File: config.mk
export PLATFORM = sky130hd
export DESIGN_NAME = sabo_fifo
export DESIGN_NICKNAME = d
export VERILOG_FILES = /design/src/hdl/sabo_pkg.sv /design/src/hdl/sabo_fifo.sv
export SDC_FILE = /design/constraint.sdc
export NUM_CORES = 1
export LEC_CHECK = 0
export BUFFER_PORTS_ARGS = -buffer_cell sky130_fd_sc_hd__buf_2
export CAP_MARGIN = 10
export CORE_ASPECT_RATIO = 0.75
export CORE_MARGIN = 3
export CORE_UTILIZATION = 40
export CTS_CLUSTER_SIZE = 14
export DETAILED_ROUTE_END_ITERATION = 16
export SLEW_MARGIN = 10
export SYNTH_ARGS = -nofsm -noshare
export SYNTH_HDL_FRONTEND = slang
export SYNTH_SLANG_ARGS = --single-unit
File: constraint.sdc
create_clock -name clk -period 1.95 [get_ports clk]
set_input_delay 0.195 -clock clk [delete_from_list [all_inputs] [get_ports clk]]
set_output_delay 0.195 -clock clk [all_outputs]
set_load 0.02 [all_outputs]
File: src/hdl/sabo_pkg.sv
// ============================================================================
// sabo_pkg - shared types and constants for the sprite alpha blend overlay
// Pixel layout, request codes, register indexes and control groups.
// ============================================================================
package sabo_pkg;

    // request kinds carried in tuser of the input stream
    typedef enum logic [1:0] {
        REQ_LOAD  = 2'd0,
        REQ_BLEND = 2'd1,
        REQ_READ  = 2'd2
    } req_t;

    // blue in the lowest byte, red in the highest
    typedef struct packed {
        logic [7:0] r;
        logic [7:0] g;
        logic [7:0] b;
    } pix_t;

    // classification of one word as it travels from front to back
    typedef struct packed {
        req_t req;
        logic hit;
    } ctrl_t;

    // queue status seen by both ends
    typedef struct packed {
        logic full;
        logic empty;
    } qstat_t;

    // configuration register indexes
    localparam int unsigned CFG_IDX_W = 3;
    localparam logic [CFG_IDX_W-1:0] CFG_BG_WIDTH      = 3'd0;
    localparam logic [CFG_IDX_W-1:0] CFG_BG_HEIGHT     = 3'd1;
    localparam logic [CFG_IDX_W-1:0] CFG_SPRITE_WIDTH  = 3'd2;
    localparam logic [CFG_IDX_W-1:0] CFG_SPRITE_HEIGHT = 3'd3;
    localparam logic [CFG_IDX_W-1:0] CFG_CENTER_X      = 3'd4;
    localparam logic [CFG_IDX_W-1:0] CFG_CENTER_Y      = 3'd5;
    localparam int unsigned CFG_DATA_W = 10;

    // register reset values
    localparam logic [8:0] BG_SIDE_RST     = 9'd256;
    localparam logic [6:0] SPRITE_SIDE_RST = 7'd64;

    // signed width of the position arithmetic, covers sizes up to 4096
    localparam int unsigned CW = 14;

    localparam logic [7:0] ALPHA_MAX = 8'd255;

endpackage

File: src/hdl/sabo_fifo.sv
// ============================================================================
// sabo_fifo - short word queue between front and back
// Register array with read and write pointers and a fill count.
// ============================================================================
module sabo_fifo #(
    parameter int unsigned WIDTH = 8,
    parameter int unsigned DEPTH = 4
) (
    input  logic             clk,
    input  logic             rst_n,
    input  logic             push,
    input  logic [WIDTH-1:0] din,
    input  logic             pop,
    output logic [WIDTH-1:0] dout,
    output sabo_pkg::qstat_t stat
);
    import sabo_pkg::*;

    localparam int unsigned PW = (DEPTH > 1) ? $clog2(DEPTH) : 1;

    logic [WIDTH-1:0] slot_reg [DEPTH];
    logic [PW-1:0]    wr_ptr_reg, rd_ptr_reg;
    logic [PW:0]      count_reg;

    function automatic logic [PW-1:0] bump(input logic [PW-1:0] p);
        logic [PW-1:0] n;
        n = (p == PW'(DEPTH - 1)) ? '0 : p + 1'b1;
        return n;
    endfunction

    always_ff @(posedge clk)
    begin
        if (push)
            slot_reg[wr_ptr_reg] <= din;
    end

    always_ff @(posedge clk or negedge rst_n)
    begin
        if (!rst_n)
        begin
            wr_ptr_reg <= '0;
            rd_ptr_reg <= '0;
            count_reg  <= '0;
        end
        else
        begin
            if (push)
                wr_ptr_reg <= bump(wr_ptr_reg);
            if (pop)
                rd_ptr_reg <= bump(rd_ptr_reg);
            if (push && !pop)
                count_reg <= count_reg + 1'b1;
            else if (pop && !push)
                count_reg <= count_reg - 1'b1;
        end
    end

    assign dout       = slot_reg[rd_ptr_reg];
    assign stat.full  = (count_reg == (PW+1)'(DEPTH));
    assign stat.empty = (count_reg == '0);

endmodule

==> Word level (Yosys, flattened, before mapping) <==
Memories as Yosys holds them, arrays and structs flattened.
Index checks and enable logic that the tools add are counted.
{ "word_totals": {"memories": 1, "latchBits": 0, "out_inout_bits": 10, "wordCells": 23, "ram_bits": 32, "regBits": 7, "input_bits": 12, "romBits": 0} }
{ "memory_table": {"columns": ["name", "words", "width", "read_ports", "rd_ports_with_merged_regs", "wr", "line", "source"], "rows": [
  ["slot_reg", 4, 8, 1, 0, 1, "sabo_fifo.sv:21", "logic [WIDTH-1:0] slot_reg [DEPTH];"]
]} }
{ "op_classes": {"n_addsub": 4, "reduce_logical": 6, "n_div": 0, "shift": 0, "mux": 6, "mul": 0, "order_cmp": 0, "n_eq_ne": 3, "bitwise": 0} }
{ "op_table": {"columns": ["operator", "n"], "rows": [
  ["$mux W3", 2],
  ["$add A2 B1 Y2 const B", 2],
  ["$eq A2 B2 Y1 const B", 2],
  ["$mux W2", 2],
  ["$add A3 B1 Y3 const B", 1],
  ["$eq A3 B3 Y1 const B", 1],
  ["$logic_not A3 Y1", 1],
  ["$sub A3 B1 Y3 const B", 1],
  ["$logic_and A1 B1 Y1", 2],
  ["$logic_not A1 Y1", 2],
  ["$mux W1", 2],
  ["$reduce_bool A2 Y1", 1]
]} }

==> Logic depth before layout (Yosys ltp) <==
{ "logic_depth": {"word_depth": 4, "depth_mapped": 7} }

==> Worst setup path after synthesis <==
No wires, ideal clock.
{ "synth_timing": {"path_kind": "in2reg", "start": "input port pop", "end": "register count_reg[2]", "cell_stages": 7, "required_time_ps": 1871, "path_slack_ps": 647, "arrival_ps": 1224, "setup_ps": 79, "cell_sequence": "inv_1 > ha_1 > inv_1 > fa_1 > xor2_1 > nor2_1 > xor2_1"} }
{ "synth_between": {"elab_chain_cells": 3, "elab_cells_between_ends": 5, "cone_classes": "1 x mux; 4 x reduce/logical"} }
{ "synth_rtl": {"columns": ["element", "line", "source"], "rows": [
  ["start, declared", "sabo_fifo.sv:13", "input logic pop,"],
  ["$logic_not A1 Y1", "sabo_fifo.sv:51", "if (push && !pop)"],
  ["$logic_and A1 B1 Y1", "sabo_fifo.sv:51", null],
  ["$mux W3 / $reduce_bool A2 Y1 (equally long branches)", null, null],
  ["end signal, assigned", "sabo_fifo.sv:52", "count_reg <= count_reg + 1'b1;"],
  ["end signal, assigned", "sabo_fifo.sv:54", "count_reg <= count_reg - 1'b1;"],
  ["end, declared", "sabo_fifo.sv:23", "logic [PW:0] count_reg;"]
]} }
Several ways; a longest one is shown, not always the timed one.
A chain may end at the register's enable or synchronous reset.

==> Final worst setup path <==
{ "layout_timing": {"start": "register rd_ptr_reg[0]", "end": "output port dout[5]"} }
{ "layout_between": {"elab_chain_cells": 1} }
{ "layout_rtl": {"columns": ["element", "line", "source"], "rows": [
  ["start, declared", "sabo_fifo.sv:22", "logic [PW-1:0] wr_ptr_reg, rd_ptr_reg;"],
  ["start signal, assigned", "sabo_fifo.sv:50", "rd_ptr_reg <= bump(rd_ptr_reg);"],
  ["$mem_v2 Z4 W8", null, null],
  ["end, declared", "sabo_fifo.sv:14", "output logic [WIDTH-1:0] dout,"]
]} }
Every way passes these cells.

==> results_dict.tcl <==
set metrics [dict create \
    mostFrequentLayoutCell "edfxtp_1" \
    seq_area_frac_synth_pct 72.5 \
    hold_start "din[2]" \
    path_max_fanout 7 \
    crit_path_start_kind "flip-flop" \
    via_per_inst 4.66 \
    whs_ns 0.127 \
    dieArea_um2 4710 \
    syn-cell-area_um2 1570 \
    hold_viol 0 \
    firstDrtPassIters 4 \
    syn_to_final_growth_pct 16.8 \
    n_antenna_cell 0 \
    avgSynthCellArea_um2 19.8 \
    reg2reg_to "slot_reg[2][5]" \
    synthCells 79 \
    dp_hpwl_um 1700 \
    p_leak_uw 0.000689 \
    clockBufferDepth 2 \
    die_x_um 78.3 \
    grt_max_degree 13 \
    grt_setup_unrepaired "no" \
    cts_tree "built" \
    r2r-start "wr_ptr_reg[0]" \
    pwr-share-clk_pct 20.4 \
    p_total_uw 2550 \
    postPlaceCellArea_um2 1740 \
    root_buffer "clkbuf_8" \
    p_sw_share_pct 32.4 \
    crit_arrival_ns 1.50 \
    largest_reg_flops 32 \
    drcViolationCount 0 \
    grt_pass1_vias 794 \
    combPwrFrac_pct 31.8 \
    whs_path_depth 1 \
    cap_violations 0 \
    vias 751 \
    crit_type "reg2out" \
    cts.repair.resized 0 \
    p_sw_uw 828 \
    relSlewSlack_pct 68.3 \
    portBuffers 21 \
    synth_nets 98 \
    slew_viol_final 0 \
    cts.clk_slew.worst_paths_ns 0.08 \
    clock_latency_ns 0.28 \
    setup_violations 0 \
    rows 19 \
    design_area_um2 1830 \
    crit_required_ns 1.75 \
    drt-total-wl_um 2440 \
    tns_ns 0 \
    skew_ns 0.00867 \
    finalCritPeriodShare_pct 87.1 \
    layout_common_cells "32 x edfxtp_1, 21 x buf_2, 8 x mux4_2" \
    antenna_left 0 \
    worst_pin_slew_ns 0.475 \
    place_congestion 0.613 \
    layout_min_cycle_time_ns 1.70 \
    drive_above_1_share_pct 37.6 \
    ir_worst_vdd_mv 0.642 \
    max_freq_mhz 588 \
    end_kind "output pin" \
    seq_power_share_pct 47.8 \
    cp-startpoint "rd_ptr_reg[0]" \
    reg2reg_depth 3 \
    htreeDepth 2 \
    drt_iter0_drc 43 \
    clock_sinks 39 \
    grt_overflow 0 \
    start_util_pct 42.3 \
    final_net_count 127 \
    whs_endpoint "slot_reg[1][2]" \
    numCtsBuffers 5 \
    ctsHoldBuffers 1 \
    antenna_found_initial 0 \
    p_int_uw 1730 \
    power_density_nw_per_um2 1390 \
    grt.total_usage_pct 11.9 \
    hold_path_class "in2reg" \
    synthDistinctLibCells 18 \
    cts_setup_buffers 0 \
    io_pins 22 \
    r2r_setup_slack_ns 0.51 \
    synth_seq_cells 39 \
    fp.dieH_um 60.2 \
    grt_pass1_wl_um 3940 \
    wl_per_cell_um 15.1 \
    core_area_um2 3710 \
    synthesis.yosys.warnings 0 \
    outcome "completed" \
]
[stage by stage]
stage          std cells  worst slack [ns]  util, %
2_1_floorplan         79             0.647        -
3_3_place_gp         152             0.473     46.8
3_5_place_dp         152             0.363     46.8
4_1_cts              161             0.228     49.4
5_1_grt              161             0.182     49.4
6_report             161             0.251     49.4
[synthesized netlist by cell type]
master    number  area (um2)
dfrtp_1        7         175
xnor2_1        1        8.76
mux2_2         2        22.5
mux4_2         8         180
edfxtp_1      32         961
o21ai_0        2        10.0
nor2_1         2        7.51
nor3_1         2        10.0
nor3b_1        1        7.51
nand2_1        2        7.51
buf_2          1        5.00
and2_1         4        25.0
inv_1          4        15.0
ha_1           6        75.1
fa_1           1        20.0
xor2_1         2        17.5
a21o_2         1        8.76
buf_6          1        11.3
[worst max-delay path, cell delays in order, from the launching register on]
cell and delay (ns):
dfrtp_1 0.35, buf_4 0.18, mux4_2 0.51, buf_2 0.17
[how the worst max path moves through the flow]
stage               slack (ns)  cells after the start      endpoint
floorplan                 0.65                      7  count_reg[2]
global placement          0.47                      8  count_reg[2]
detailed placement        0.36                      8  count_reg[2]
CTS                       0.23                      3       dout[5]
global route              0.18                      3       dout[6]
finish                    0.25                      3       dout[5]
[kinds of logic (layout without fill, tap and decap cells)]
kind of cell	Yosys count	after routing	synth area share (%)
flops	39	39	72.5
simple gates	11	11	3.67
mux	10	10	12.9
fa+ha+maj	7	7	6.07
buf+inv	6	36	1.99
compound gates	3	3	1.20
xor+xnor	3	3	1.68
[power by group through the flow]
| stage | Clock, uW | Combinational [uW] | Sequential [uW] |
|---|---|---|---|
| final | 521 | 811 | 1220 |
| after global routing | 577 | 894 | 1240 |
| after CTS | 531 | 835 | 1230 |
| after detailed placement | 0 | 831 | 1240 |
| after global placement | 0 | 808 | 1230 |
| after floorplan | 0 | 635 | 1180 |
[per-layer routing]
layer | vias to the layer above | routed length (um) | GRT usage [%]
met5 | - | 0 | 0
met2 | 14 | 1190 | 20.0
met4 | 0 | 25 | 4.49
met1 | 375 | 1120 | 14.4
met3 | 5 | 94 | 4.22
li1 | 357 | - | -
[cell type report]
class	count	area (um2)
well taps	52	65.1
flip-flops and latches	39	1140
multi-input cells	34	400
fillers	327	1880
clock inverters	2	12.5
repair buffers	24	130
inverters	4	15.0
clock buffers	6	72.6
(Power assumes the default switching activity.)
