--- src/hdl/sabo_pkg.sv ---
// ============================================================================
// sabo_pkg - shared types and constants for the sprite alpha blend overlay
// Pixel layout, request codes, register indexes and control groups.
// ============================================================================
package sabo_pkg;

    // request kinds carried in tuser of the input stream
    typedef enum logic [1:0] {
        REQ_LOAD  = 2'd0,
        REQ_BLEND = 2'd1,
        REQ_READ  = 2'd2
    } req_t;

    // blue in the lowest byte, red in the highest
    typedef struct packed {
        logic [7:0] r;
        logic [7:0] g;
        logic [7:0] b;
    } pix_t;

    // classification of one word as it travels from front to back
    typedef struct packed {
        req_t req;
        logic hit;
    } ctrl_t;

    // queue status seen by both ends
    typedef struct packed {
        logic full;
        logic empty;
    } qstat_t;

    // configuration register indexes
    localparam int unsigned CFG_IDX_W = 3;
    localparam logic [CFG_IDX_W-1:0] CFG_BG_WIDTH      = 3'd0;
    localparam logic [CFG_IDX_W-1:0] CFG_BG_HEIGHT     = 3'd1;
    localparam logic [CFG_IDX_W-1:0] CFG_SPRITE_WIDTH  = 3'd2;
    localparam logic [CFG_IDX_W-1:0] CFG_SPRITE_HEIGHT = 3'd3;
    localparam logic [CFG_IDX_W-1:0] CFG_CENTER_X      = 3'd4;
    localparam logic [CFG_IDX_W-1:0] CFG_CENTER_Y      = 3'd5;
    localparam int unsigned CFG_DATA_W = 10;

    // register reset values
    localparam logic [8:0] BG_SIDE_RST     = 9'd256;
    localparam logic [6:0] SPRITE_SIDE_RST = 7'd64;

    // signed width of the position arithmetic, covers sizes up to 4096
    localparam int unsigned CW = 14;

    localparam logic [7:0] ALPHA_MAX = 8'd255;

endpackage

--- src/hdl/sabo_front.sv ---
// ============================================================================
// sabo_front - configuration registers and request classification
// Works out the frame address of each word and whether it lands inside.
// ============================================================================
module sabo_front #(
    parameter int unsigned MAX_BG_WIDTH    = 256,
    parameter int unsigned MAX_BG_HEIGHT   = 256,
    parameter int unsigned MAX_SPRITE_SIDE = 64,
    parameter int unsigned AW              = 16
) (
    input  logic                            clk,
    input  logic                            rst_n,
    input  logic                            cfg_wr,
    input  logic [sabo_pkg::CFG_IDX_W-1:0]  cfg_index,
    input  logic [sabo_pkg::CFG_DATA_W-1:0] cfg_data,
    input  logic [1:0]                      req_type,
    input  logic [7:0]                      col,
    input  logic [7:0]                      row,
    output sabo_pkg::ctrl_t                 ctrl,
    output logic [AW-1:0]                   addr
);
    import sabo_pkg::*;

    logic [8:0]        bg_width_reg;
    logic [8:0]        bg_height_reg;
    logic [6:0]        sprite_width_reg;
    logic [6:0]        sprite_height_reg;
    logic signed [9:0] center_x_reg;
    logic signed [9:0] center_y_reg;

    logic [CW-1:0]        w, h, sw, sh;
    logic [CW-1:0]        col_w, row_w;
    logic signed [CW-1:0] bx, by, w_m1, h_m1;
    logic [CW-1:0]        xsel, ysel;
    logic                 bg_hit, blend_hit, hit;
    req_t                 req;

    always_ff @(posedge clk or negedge rst_n)
    begin
        if (!rst_n)
        begin
            bg_width_reg      <= BG_SIDE_RST;
            bg_height_reg     <= BG_SIDE_RST;
            sprite_width_reg  <= SPRITE_SIDE_RST;
            sprite_height_reg <= SPRITE_SIDE_RST;
            center_x_reg      <= '0;
            center_y_reg      <= '0;
        end
        else if (cfg_wr)
        begin
            unique case (cfg_index)
                CFG_BG_WIDTH:      bg_width_reg      <= cfg_data[8:0];
                CFG_BG_HEIGHT:     bg_height_reg     <= cfg_data[8:0];
                CFG_SPRITE_WIDTH:  sprite_width_reg  <= cfg_data[6:0];
                CFG_SPRITE_HEIGHT: sprite_height_reg <= cfg_data[6:0];
                CFG_CENTER_X:      center_x_reg      <= $signed(cfg_data);
                CFG_CENTER_Y:      center_y_reg      <= $signed(cfg_data);
                default: ;
            endcase
        end
    end

    always_comb
    begin
        // clamp sizes to what the store and sprite limits allow
        w  = (CW'(bg_width_reg) > CW'(MAX_BG_WIDTH)) ? CW'(MAX_BG_WIDTH)
                                                    : CW'(bg_width_reg);
        h  = (CW'(bg_height_reg) > CW'(MAX_BG_HEIGHT)) ? CW'(MAX_BG_HEIGHT)
                                                      : CW'(bg_height_reg);
        sw = (CW'(sprite_width_reg) > CW'(MAX_SPRITE_SIDE)) ? CW'(MAX_SPRITE_SIDE)
                                                           : CW'(sprite_width_reg);
        sh = (CW'(sprite_height_reg) > CW'(MAX_SPRITE_SIDE)) ? CW'(MAX_SPRITE_SIDE)
                                                            : CW'(sprite_height_reg);
        col_w = CW'(col);
        row_w = CW'(row);

        bx   = CW'(center_x_reg) + $signed(col_w) - $signed({1'b0, sw[CW-1:1]});
        by   = CW'(center_y_reg) + $signed(row_w) - $signed({1'b0, sh[CW-1:1]});
        w_m1 = $signed(w) - $signed(CW'(1));
        h_m1 = $signed(h) - $signed(CW'(1));

        bg_hit    = (col_w < w) && (row_w < h);
        // border pixels stay untouched
        blend_hit = (col_w < sw) && (row_w < sh) &&
                    (bx > $signed(CW'(0))) && (by > $signed(CW'(0))) &&
                    (bx < w_m1) && (by < h_m1);

        req  = req_t'(req_type);
        xsel = col_w;
        ysel = row_w;
        unique case (req_type)
            REQ_LOAD, REQ_READ: hit = bg_hit;
            REQ_BLEND:
            begin
                hit  = blend_hit;
                xsel = bx;
                ysel = by;
            end
            default: hit = 1'b0;
        endcase

        ctrl.req = req;
        ctrl.hit = hit;
        addr = AW'(AW'(ysel) * AW'(MAX_BG_WIDTH) + AW'(xsel));
    end

endmodule

--- config.mk ---
export PLATFORM = sky130hd
export DESIGN_NAME = sabo_front
export DESIGN_NICKNAME = d
export VERILOG_FILES = /design/src/hdl/sabo_pkg.sv /design/src/hdl/sabo_front.sv
export SDC_FILE = /design/constraint.sdc
export NUM_CORES = 1
export LEC_CHECK = 0
export BUFFER_PORTS_ARGS = -buffer_cell sky130_fd_sc_hd__buf_2
export CAP_MARGIN = 20
export CORE_MARGIN = 2
export CORE_UTILIZATION = 48
export CTS_BUF_LIST = sky130_fd_sc_hd__clkbuf_4 sky130_fd_sc_hd__clkbuf_8
export DETAILED_ROUTE_END_ITERATION = 10
export PLACE_DENSITY = 0.66
export SLEW_MARGIN = 20
export SYNTH_ARGS = -nofsm -noshare
export SYNTH_HDL_FRONTEND = slang
export SYNTH_SLANG_ARGS = --single-unit
--- constraint.sdc ---
create_clock -name clk -period 5.2 [get_ports clk]
set_clock_uncertainty 0.15 [all_clocks]
set_input_delay 0 -clock clk [delete_from_list [all_inputs] [get_ports clk]]
set_output_delay 0 -clock clk [all_outputs]
set_load 0.01 [all_outputs]
Word-level counts from Yosys, hierarchy flattened --
Cells that the tools add are included.
Storage, ports and cells: bits in writable memories 0, bits in read-only memories 0, memories 0, input bits 34, bits in registers 52, bits in latches 0, output and inout bits 19
Cells by class: add/sub/neg operators 7, shift operators 0, $mul 0, multiplexer cells 7, reduce and logical (&&, ||, !) cells 15, equality and inequality tests 7, order comparisons 12, bitwise logic cells 0, div/mod/pow operators 0
Operators by type and width (count):
- greater-than comparator 12 x 1 -> 1 bit (second input constant) | 2
- < comparator 12 x 10 -> 1 bit | 2
- subtractor 11 x 7 -> 12 bit | 2
- adder 10 x 9 -> 11 bit | 2
- subtractor 9 x 1 -> 10 bit (second input constant) | 2
- greater-than comparator 9 bit (second input constant) | 2
- < comparator 8 x 9 -> 1 bit | 2
- two-way mux 9 bit | 2
- adder 16 x 14 -> 16 bit | 1
- < comparator 8 x 7 -> 1 bit | 2
- greater-than comparator 7 bit (second input constant) | 2
- two-way mux 14 bit | 1
- two-way mux 7 bit | 2
- AND reduction 2 bit | 6
- two-way mux 8 bit | 1
- == test 3 x 2 -> 1 bit (second input constant) | 2
- == test 3 bit (second input constant) | 2
- logical AND 1 bit | 6
- == test 3 x 1 -> 1 bit (second input constant) | 1
- zero test 3 bit | 1
- == test 2 x 1 -> 1 bit (second input constant) | 1
- == test 2 bit (second input constant) | 1
- zero test 2 bit | 1
- one-hot mux 1 bit (2 select lines) | 1
- OR reduction 2 bit | 1

Logic depth before layout (Yosys ltp) --
Gate-level depths: netlist of run 1.
depth after elaboration 9, depth in mapped cells 21, mapped depth without buffers 20

Least setup slack after synthesis of run 1 --
OpenSTA, ideal clock, no wires.
kind register to output, from reg sprite_width_reg[6], to out ctrl[0] (netlist name), path buffers 1, stages on the path, launching flop included 21, data required time 5.050 ns, data arrival time 4.393 ns, slack 0.657 ns, cells stage by stage dfstp_2 inv_1 nand2_1 inv_1 fa_1 inv_1 ha_1 a211oi_1 nor2_1 o21ai_1 o21ai_0 a211o_1 inv_1 ha_1 a21o_1 nand2_1 a31oi_1 or4_1 o41a_1 a211oi_2 buf_4
Between the ends: cells in the longest elaborated chain, start to end 9
Ends and longest elaborated chain:
- start, declared | line sabo_front.sv:26 | logic [6:0] sprite_width_reg;
- start signal, assigned | line sabo_front.sv:54 | CFG_SPRITE_WIDTH: sprite_width_reg <= cfg_data[6:0];
- greater-than comparator 7 bit | line sabo_front.sv:70 | sw = (CW'(sprite_width_reg) > CW'(MAX_SPRITE_SIDE)) ? CW'(MAX_SPRITE_SIDE)
- two-way mux 7 bit * | line sabo_front.sv:70
- subtractor 11 x 7 -> 12 bit or < comparator 8 x 7 -> 1 bit (tied branches) | line sabo_front.sv:77, sabo_front.sv:84
- greater-than comparator 12 x 1 -> 1 bit or logical AND 1 bit (tied branches) | line sabo_front.sv:85, sabo_front.sv:84
- logical AND 1 bit | line sabo_front.sv:84 | blend_hit = (col_w < sw) && (row_w < sh) &&
- logical AND 1 bit | line sabo_front.sv:85 | (bx > $signed(CW'(0))) && (by > $signed(CW'(0))) &&
- logical AND 1 bit * | line sabo_front.sv:85
- logical AND 1 bit * | line sabo_front.sv:86 | (bx < w_m1) && (by < h_m1);
- one-hot mux 1 bit (2 select lines) * | line sabo_front.sv:91 | unique case (req_type)
- end, declared | line sabo_front.sv:19 | output sabo_pkg::ctrl_t ctrl,
Mark *: on every way between the ends. The rest lies on a longest branch, timed or not.

==> metrics.cfg, run 1 <==
[critical_path]
worstPathMaxFanout=6
max_stage_delay_ns=0.59
arrival_ns=4.87
startpoint_type=register
crit_slowest_cell=dfstp_2
reg2regPathDepth=3
critPathTopFamily=compound AO/OA/AOI/OAI gates
crit_type=reg2out
path_buf_inv=5
worst-path-stages=18
cp.required_ns=5.05
worstPathCellList=inv_2 -> nand2_1 -> inv_1 -> fa_1 -> inv_1 -> ha_2 -> a21oi_2 -> o311a_1 -> o21ai_1 -> o41ai_2 -> buf_4 -> ha_1 -> a21oi_2 -> o2111ai_1 -> or4_1 -> o41a_1 -> a211oi_2 -> buf_2
crit_path_end_kind=output port

[global_route]
grt_pass1_wl_um=21800
overflow=0
grt_pass1_vias=4397
antenna_found_initial=0
grt_max_degree=53
grtUsageTotal_pct=23.5

[placed_design]
routabilityCongestion=0.933
placed_cells=779
place_area_um2=5730
dpl.hpwl_um=10800
numPortBuffers=52

[timing]
hold_violations=0
rsz0062_at_grt=no
fin_crit_sh_pct=96.6
worstMarginPinSlew_ns=0.825
min_period_ns=5.02
final_max_slew_viol_count=0
setup_violations=0
fmax_ghz=0.199
fin_setup_tns_ns=0
relSlewSlack_pct=44.7

[finish]
area_growth_pct=15.2
design.final.nets=797
drive_gt1_share_pct=21.7
final_core_util_pct=56.6
final_cell_count_no_fill=809
diodes=0
fin_area_um2=6130

[synth]
yosysSeqAreaShare_pct=24.5
synth.distinct_cells=53
synth_edf_count=0
synth-seq-cells=52
async_flop_share_pct=100
syn_avg_cell_area_um2=8.92
synthFlopType=dfrtp_1
synthesis.area_um2=5330
syn_inst=597
yosysWarnings=0
syn_nets=726

[power]
powerDensity_nw_per_um2=486
peakVddDrop_mv=0.216
power_leakage_uw=0.00301

[worst_hold_path]
hold_path_depth=2
hold_path.class=in2out

[clock_network]
cts_max_level=2
numClockSinks=52
cts_buffer_depth=2
cts_tree=yes
clk_latency_ns=0.31
cts_root_buf=clkbuf_8
cts.reportedPaths.clkPinSlew_ns=0.09
numCtsBuffers=5

[floorplan]
initial_core_util_pct=49.1
design.die.area_um2=12000
row_count=38
pin_count=53
die_x_um=109
coreArea_um2=10800
die_h_um=109

[routing]
wl_per_cell_um=16.7
drt_wl_total_um=13500
drtIter0Drc=250
drc=0
first_pass_iters=5
avgViaCountPerCell=5.51
ant_nets=0
vias=4458

[flow_run]
cap_violations=0

[run_status]
status=finished clean

==> per-stage QoR <==
stage	hold slack [ns]	setup slack (ns)	total power, µW
after global routing	0.0580	0.00270	3260
after detailed placement	0.00758	0.251	2520
after floorplan	-0.446	0.657	2000
after global placement	0.0139	0.375	2420
final	0.0443	0.177	2980
after CTS	0.0445	0.00848	2910
==> cell usage in the layout, fill, tap and decap left out, types with 3 or more instances in the layout <==
cell	count
a211oi_1	6
nor4_1	3
a21oi_2	4
fa_1	12
nand3_1	9
nor2_2	3
ha_1	81
dfrtp_1	48
and3b_1	3
or2_2	3
o21ai_0	33
nand2b_1	13
a21o_1	10
xnor2_1	16
buf_4	5
nand4_1	5
nor2_1	30
a211o_1	3
or3_1	9
a31oi_1	3
clkbuf_8	5
nand2_1	47
dfstp_2	4
a21oi_1	21
o2111ai_1	5
nor3_1	11
o211ai_1	3
dlygate4sd3_1	19
or4_1	3
buf_2	52
o21bai_1	8
mux2_2	50
xor2_1	14
inv_1	88
nor2b_1	3
==> cell families after synthesis <==
family / share of synthesized area (%)
flops: 24.5
xor+xnor: 4.93
simple gates: 14.6
fa+ha+maj: 24.2
compound gates: 13.3
mux: 10.8
buf+inv: 7.68
==> final timing paths <==
| check | startpoint | endpoint | slack (ns) |
|---|---|---|---|
| max reg2reg | bg_width_reg[8]$_DFFE_PN1P_ | bg_width_reg[8]$_DFFE_PN1P_ | 3.36 |
| min in group asynchronous | rst_n | center_x_reg[6]$_DFFE_PN0P_ | 0.15 |
| min | req_type[1] | ctrl[2] | 0.04 |
| max | sprite_height_reg[6]$_DFFE_PN1P_ | ctrl[0] | 0.18 |
| min reg2reg | center_y_reg[1]$_DFFE_PN0P_ | center_y_reg[1]$_DFFE_PN0P_ | 0.37 |
| max in group asynchronous | rst_n | sprite_height_reg[4]$_DFFE_PN0P_ | 4.26 |
==> timing repair <==
| action | in CTS | in global routing |
|---|---|---|
| hold buffers | 19 | 0 |
| cloned | 0 | 0 |
| setup endpoints to repair | 2 | 3 |
| setup buffers | 0 | 3 |
| pin swaps | 0 | 6 |
| gates resized for setup | 4 | 14 |
| endpoints found under the hold margin | 99 | 0 |
==> worst register-to-register path, cell delays in order (launching register included) <==
cell and delay [ns]:
dfstp_2 0.62, clkinv_1 0.25, o21ai_0 0.21, dlygate4sd3_1 0.56
==> area by class of cell <==
type	count	area, µm²
inverter	91	342
tap	140	175
multi-input combinational	441	3670
clock buffer	6	76.3
sequential	52	1310
clock inverter	2	60.1
fill	985	4710
timing repair buffer	77	499
==> cells in the mapped netlist (all sizes together), types with 2 or more instances <==
master    n  share of area (%)
a2bb2oi   2               0.33
o2111ai   5               0.82
and3b     3               0.49
xor2     14                2.3
nand4     5               0.59
buf       4               0.63
o21bai    8                1.1
nor2b     3               0.35
nand2b   14                1.6
mux2     50                 11
and3      2               0.23
xnor2    16                2.6
dfstp     4                2.0
nand2    47                3.3
a21oi    25                2.4
nor3     12                1.1
nor4b     3               0.73
or2       3               0.35
inv      90                6.3
clkbuf    9               0.63
or3       9                1.1
a21o     10                1.4
a211oi    8                1.2
ha       82                 19
o211ai    3               0.42
nand3     9               0.85
o21ai    37                3.5
dfrtp    48                 23
nor4      3               0.35
nor2     33                2.3
a31oi     3               0.35
a211o     3               0.49
or4       3               0.42
fa       13                4.9
==> where the power goes <==
part	internal, µW	leakage, µW	total, µW	switching (µW)
combinational	896	0.00232	2050	1160
clock	198	0.0000688	352	154
sequential	497	0.000620	573	75.9
==> metal layers <==
metal | wire (µm) | track usage (%)
met1 | 6570 | 33.0
met2 | 6100 | 37.6
met3 | 444 | 2.37
met4 | 380 | 8.14
met5 | 0 | 0
Power figures use the tool's default switching activity.
==> run 2, diff against run 1 <==
--- a/config.mk
+++ b/config.mk
@@ -5,7 +5,7 @@
 export SDC_FILE = /design/constraint.sdc
 export NUM_CORES = 1
 export LEC_CHECK = 0
-export BUFFER_PORTS_ARGS = -buffer_cell sky130_fd_sc_hd__buf_2
+export BUFFER_PORTS_ARGS = -buffer_cell sky130_fd_sc_hd__buf_4
 export CAP_MARGIN = 20
 export CORE_MARGIN = 2
 export CORE_UTILIZATION = 48
==> metrics.cfg, run 2 (synthesis gave the netlist of run 1 again) <==
[global_route]
grtUsageTotal_pct=23.9  ; +0.41 points
grt_pass1_vias=4317  ; -1.8%
grt_max_degree=53  ; unchanged
antenna_found_initial=0  ; unchanged
overflow=0  ; unchanged
grt_pass1_wl_um=21900  ; +0.44%

[power]
peakVddDrop_mv=0.281  ; +30%
power_leakage_uw=0.00306  ; +1.6%
powerDensity_nw_per_um2=477  ; -1.8%

[finish]
drive_gt1_share_pct=22.1  ; +0.47 points
design.final.nets=801  ; +0.50%
final_common_cell=inv_1
final_core_util_pct=57.8  ; +1.2 points
final_cell_mix=88 x inv_1, 80 x ha_1, 62 x buf_4
area_growth_pct=17.6
diodes=0  ; unchanged

[clock_network]
cts_tree=yes
clk_latency_ns=0.31  ; about the same
numCtsBuffers=5  ; unchanged
cts_buffer_depth=2  ; unchanged
cts.reportedPaths.clkPinSlew_ns=0.10  ; about the same
cts_root_buf=clkbuf_8
numClockSinks=52  ; unchanged
cts_max_level=2  ; unchanged

[routing]
drt_wl_total_um=13800  ; +1.9%
first_pass_iters=4  ; -1
avgViaCountPerCell=5.51  ; about the same
drc=0  ; unchanged
ant_nets=0  ; unchanged
vias=4479  ; +0.47%
drtIter0Drc=283  ; +13%
wl_per_cell_um=16.9  ; +1.4%

[timing]
setup_violations=0  ; unchanged
fmax_ghz=0.199  ; -0.22%
hold_violations=0  ; unchanged
min_period_ns=5.03  ; +0.0111 ns
finalWorstSetupSlack_ns=0.166  ; -0.0111 ns
final_max_slew_viol_count=0  ; unchanged
relSlewSlack_pct=48.5  ; +3.8 points
worstMarginPinSlew_ns=0.769  ; -0.0564 ns
rsz0062_at_grt=no
fin_crit_sh_pct=96.8  ; +0.21 points
fin_setup_tns_ns=0  ; unchanged

[worst_hold_path]
hold_path.class=in2out
hold_path_depth=2  ; unchanged

[floorplan]
initial_core_util_pct=49.1  ; unchanged
design.die.area_um2=12000  ; unchanged
coreArea_um2=10800  ; unchanged
row_count=38  ; unchanged
die_x_um=109  ; unchanged
die_h_um=109  ; unchanged
pin_count=53  ; unchanged

[critical_path]
cp.required_ns=5.05  ; about the same
crit_type=reg2out
startpoint_type=register
rrSetupSlack_ns=3.34  ; -0.02 ns
arrival_ns=4.88  ; about the same
crit_path_end_kind=output port
reg2regPathDepth=3  ; unchanged
worstPathMaxFanout=6  ; unchanged

[run_status]
status=finished clean

[placed_design]
pre_cts_ws_ns=0.262  ; +0.0109 ns
numPortBuffers=52  ; unchanged
routabilityCongestion=0.920  ; -1.5%
dpl.hpwl_um=10800  ; +0.11%

[flow_run]
cap_violations=0  ; unchanged

## run 2: layout make-up
class / instances / area [µm²]
inverters: 91 / 342
clock buffers: 5 / 68.8
multi-input cells: 441 / 3690
clock inverters: 3 / 27.5
repair buffers: 81 / 657
well taps: 140 / 175
flip-flops and latches: 52 / 1310
fillers: 988 / 4580
## run 2: power breakdown
| part | internal (µW) | switching (µW) |
|---|---|---|
| Sequential | 497 | 77.4 |
| Clock | 99.6 | 168 |
| Combinational | 981 | 1160 |
| Total | 1580 | 1410 |
## run 2: metal layers
layer / GRT usage, % / wire length (µm) / vias up
met3: 2.55 / 724 / 20
met4: 7.59 / 255 / 0
met1: 34.5 / 6460 / 2135
met5: 0 / 0 / -
li1: - / - / 2221
met2: 37.4 / 6310 / 103
## run 2: worst max-delay path, stage by stage (launching register included)
cell and delay, ns:
dfstp_2 0.59, inv_2 0.08, nand2_1 0.09, inv_1 0.05
fa_1 0.47, inv_1 0.07, ha_1 0.31, a21oi_2 0.08
o311a_1 0.39, buf_4 0.15, o211ai_1 0.18, a21oi_1 0.11
xnor2_1 0.21, ha_1 0.28, nand4_1 0.09, nor4b_1 0.06
nand4_1 0.09, nor2_1 0.05, or4_1 0.50, o41a_1 0.35
a211oi_2 0.21, buf_4 0.15
## run 2: timing repair
item | 4_1_cts | 5_1_grt
gates resized for setup | 2 | 15
pin swaps | 2 | 7
buffers inserted | 1 | 8
endpoints found under the setup margin | 2 | 4
hold buffers | 18 | 0
endpoints found under the hold margin | 104 | 0
## run 2: final timing paths
path / from / to
worst max-delay path: sprite_height_reg[6]$_DFFE_PN1P_ / ctrl[0]
worst min-delay path: req_type[1] / ctrl[2]
worst max register to register: bg_width_reg[8]$_DFFE_PN1P_ / bg_width_reg[8]$_DFFE_PN1P_
worst min register to register: center_y_reg[1]$_DFFE_PN0P_ / center_y_reg[1]$_DFFE_PN0P_
max in group asynchronous: rst_n / sprite_height_reg[5]$_DFFE_PN0P_
min in group asynchronous: rst_n / center_y_reg[9]$_DFFE_PN0P_
## run 2: through the flow
step	hold WS (ns)	area (µm²)	total power, µW	cells
5_1_grt	0.0518	6260	3280	813
3_3_place_gp	-0.0713	5840	2480	777
6_report	0.0353	6260	2990	813
3_5_place_dp	-0.0596	5850	2540	778
4_1_cts	0.0354	6140	2850	805
2_1_floorplan	-0.446	5330	2000	597
==> run 3, diff against run 2 <==
--- a/config.mk
+++ b/config.mk
@@ -7,11 +7,14 @@
 export LEC_CHECK = 0
 export BUFFER_PORTS_ARGS = -buffer_cell sky130_fd_sc_hd__buf_4
 export CAP_MARGIN = 20
+export CELL_PAD_IN_SITES_DETAIL_PLACEMENT = 1
+export CELL_PAD_IN_SITES_GLOBAL_PLACEMENT = 2
 export CORE_MARGIN = 2
-export CORE_UTILIZATION = 48
+export CORE_UTILIZATION = 39
 export CTS_BUF_LIST = sky130_fd_sc_hd__clkbuf_4 sky130_fd_sc_hd__clkbuf_8
 export DETAILED_ROUTE_END_ITERATION = 10
-export PLACE_DENSITY = 0.66
+export PLACE_DENSITY = 0.83
+export REMOVE_ABC_BUFFERS = 1
 export SLEW_MARGIN = 20
 export SYNTH_ARGS = -nofsm -noshare
 export SYNTH_HDL_FRONTEND = slang
==> metrics.cfg, run 3 (synthesis gave the netlist of run 1 again) <==
[run_status]
status=finished clean

[flow_run]
cap_violations=0  ; unchanged

[power]
total_power_uw=3080  ; +3.1%
peakVddDrop_mv=0.167  ; -41%
power_leakage_uw=0.00305  ; -0.24%
powerDensity_nw_per_um2=488  ; +2.5%

[placed_design]
numPortBuffers=52  ; unchanged
routabilityCongestion=0.872  ; -5.2%
dpl.hpwl_um=12600  ; +17%

[clock_network]
cts_tree=yes
cts_buffer_depth=2  ; unchanged
numCtsBuffers=5  ; unchanged
cts_root_buf=clkbuf_8
cts.reportedPaths.clkPinSlew_ns=0.10  ; about the same
cts_max_level=2  ; unchanged
clk_latency_ns=0.32  ; about the same
numClockSinks=52  ; unchanged

[global_route]
top_usage_layer=met2
use_met2_pct=36.6  ; -0.81 points
grtUsageTotal_pct=22.2  ; -1.6 points
grtUsageMet3_pct=2.91  ; +0.36 points
grt_pass1_vias=4734  ; +9.7%
overflow=0  ; unchanged
antenna_found_initial=0  ; unchanged
grt_max_degree=53  ; unchanged
use_met1_pct=31.7  ; -2.8 points
grt_pass1_wl_um=25200  ; +15%

[routing]
avgViaCountPerCell=5.28  ; -4.2%
first_pass_iters=4  ; unchanged
vias=4459  ; -0.45%
drt_wl_total_um=15400  ; +12%
drtIter0Drc=186  ; -34%
wl_per_cell_um=18.3  ; +7.9%
drc=0  ; unchanged
ant_nets=0  ; unchanged

[timing]
setup_violations=0  ; unchanged
min_period_ns=4.95  ; -0.0836 ns
hold_violations=0  ; unchanged
worstMarginPinSlew_ns=0.733  ; -0.0361 ns
rsz0062_at_grt=yes
final_max_slew_viol_count=0  ; unchanged
fmax_ghz=0.202  ; +1.7%
fin_setup_tns_ns=0  ; unchanged
hold_ws_ns=0.0381  ; +0.00280 ns
fin_crit_sh_pct=95.2  ; -1.6 points
relSlewSlack_pct=50.9  ; +2.4 points

[finish]
diodes=0  ; unchanged
final_cell_mix=88 x inv_1, 79 x ha_1, 64 x buf_4
final_core_util_pct=47.4  ; -10 points
final_common_cell=inv_1
drive_gt1_share_pct=22.6  ; +0.43 points
area_growth_pct=18.4
design.final.nets=797  ; -0.50%

[critical_path]
cp.required_ns=5.05  ; about the same
worstPathMaxFanout=7  ; +1
crit_type=reg2out
arrival_ns=4.80  ; -0.08 ns
crit_path_end_kind=output port
startpoint_type=register

[floorplan]
die_h_um=121  ; +11%
design.die.area_um2=14600  ; +22%
pin_count=53  ; unchanged
row_count=42  ; +11%
coreArea_um2=13300  ; +23%
initial_core_util_pct=40.1  ; -9.1 points
die_x_um=121  ; +11%

[worst_hold_path]
hold_path.class=in2out

-- run 3: routing by layer --
metal  vias up  share of wire, %
li1       2200                 -
met1      2194                50
met2        54                47
met3        11               2.6
met4         0               1.0
met5         -                 0
-- run 3: stage by stage --
stage / cell area (µm²) / setup slack [ns] / std cells
3_5_place_dp: 5900 / 0.155 / 816
6_report: 6300 / 0.250 / 845
2_1_floorplan: 5260 / 0.710 / 584
4_1_cts: 6200 / 0.00150 / 840
5_1_grt: 6300 / -0.0101 / 845
3_3_place_gp: 5900 / 0.258 / 816
-- run 3: what timing repair did --
item,4_1_cts,5_1_grt
endpoints found under the hold margin,104,0
hold buffers,13,0
buffers inserted,3,5
pin swaps,3,9
gates resized for setup,5,18
endpoints found under the setup margin,2,3
-- run 3: area by class of cell --
cell class,instances,area (µm²)
multi-input cells,441,3700
repair buffers,77,611
inverters,91,342
well taps,176,220
clock buffers,6,82.6
clock inverters,2,38.8
fillers,1543,6990
flip-flops and latches,52,1310
-- run 3: worst paths after layout --
| kind | from | to | slack, ns | depth (start not counted) |
|---|---|---|---|---|
| max in group asynchronous | rst_n | center_y_reg[5]$_DFFE_PN0P_ | 4.33 | 2 |
| worst min-delay path | req_type[1] | ctrl[2] | 0.04 | 2 |
| worst max-delay path | sprite_width_reg[6]$_DFFE_PN1P_ | ctrl[0] | 0.25 | 20 |
| worst min register to register | center_y_reg[1]$_DFFE_PN0P_ | center_y_reg[1]$_DFFE_PN0P_ | 0.36 | 1 |
| worst max register to register | bg_width_reg[8]$_DFFE_PN1P_ | bg_width_reg[8]$_DFFE_PN1P_ | 3.84 | 2 |
| min in group asynchronous | rst_n | center_x_reg[9]$_DFFE_PN0P_ | 0.08 | 2 |
-- run 3: worst max-delay path: stages (launching register included) --
cell	delay, ns
dfstp_2	0.58
inv_2	0.08
nand2_1	0.12
inv_1	0.07
fa_1	0.47
inv_1	0.04
ha_1	0.37
nor2_1	0.07
o21ai_0	0.22
o21ai_2	0.12
o21ai_2	0.22
a211o_1	0.18
inv_1	0.06
ha_1	0.31
a21o_1	0.18
nand2_1	0.06
a31oi_1	0.08
or4_1	0.52
o41a_1	0.39
a211oi_2	0.17
buf_4	0.15
-- run 3: power by group --
group | internal, µW | total (µW) | switching [µW]
clock | 158 | 316 | 158
sequential | 497 | 575 | 77.8
combinational | 983 | 2190 | 1200
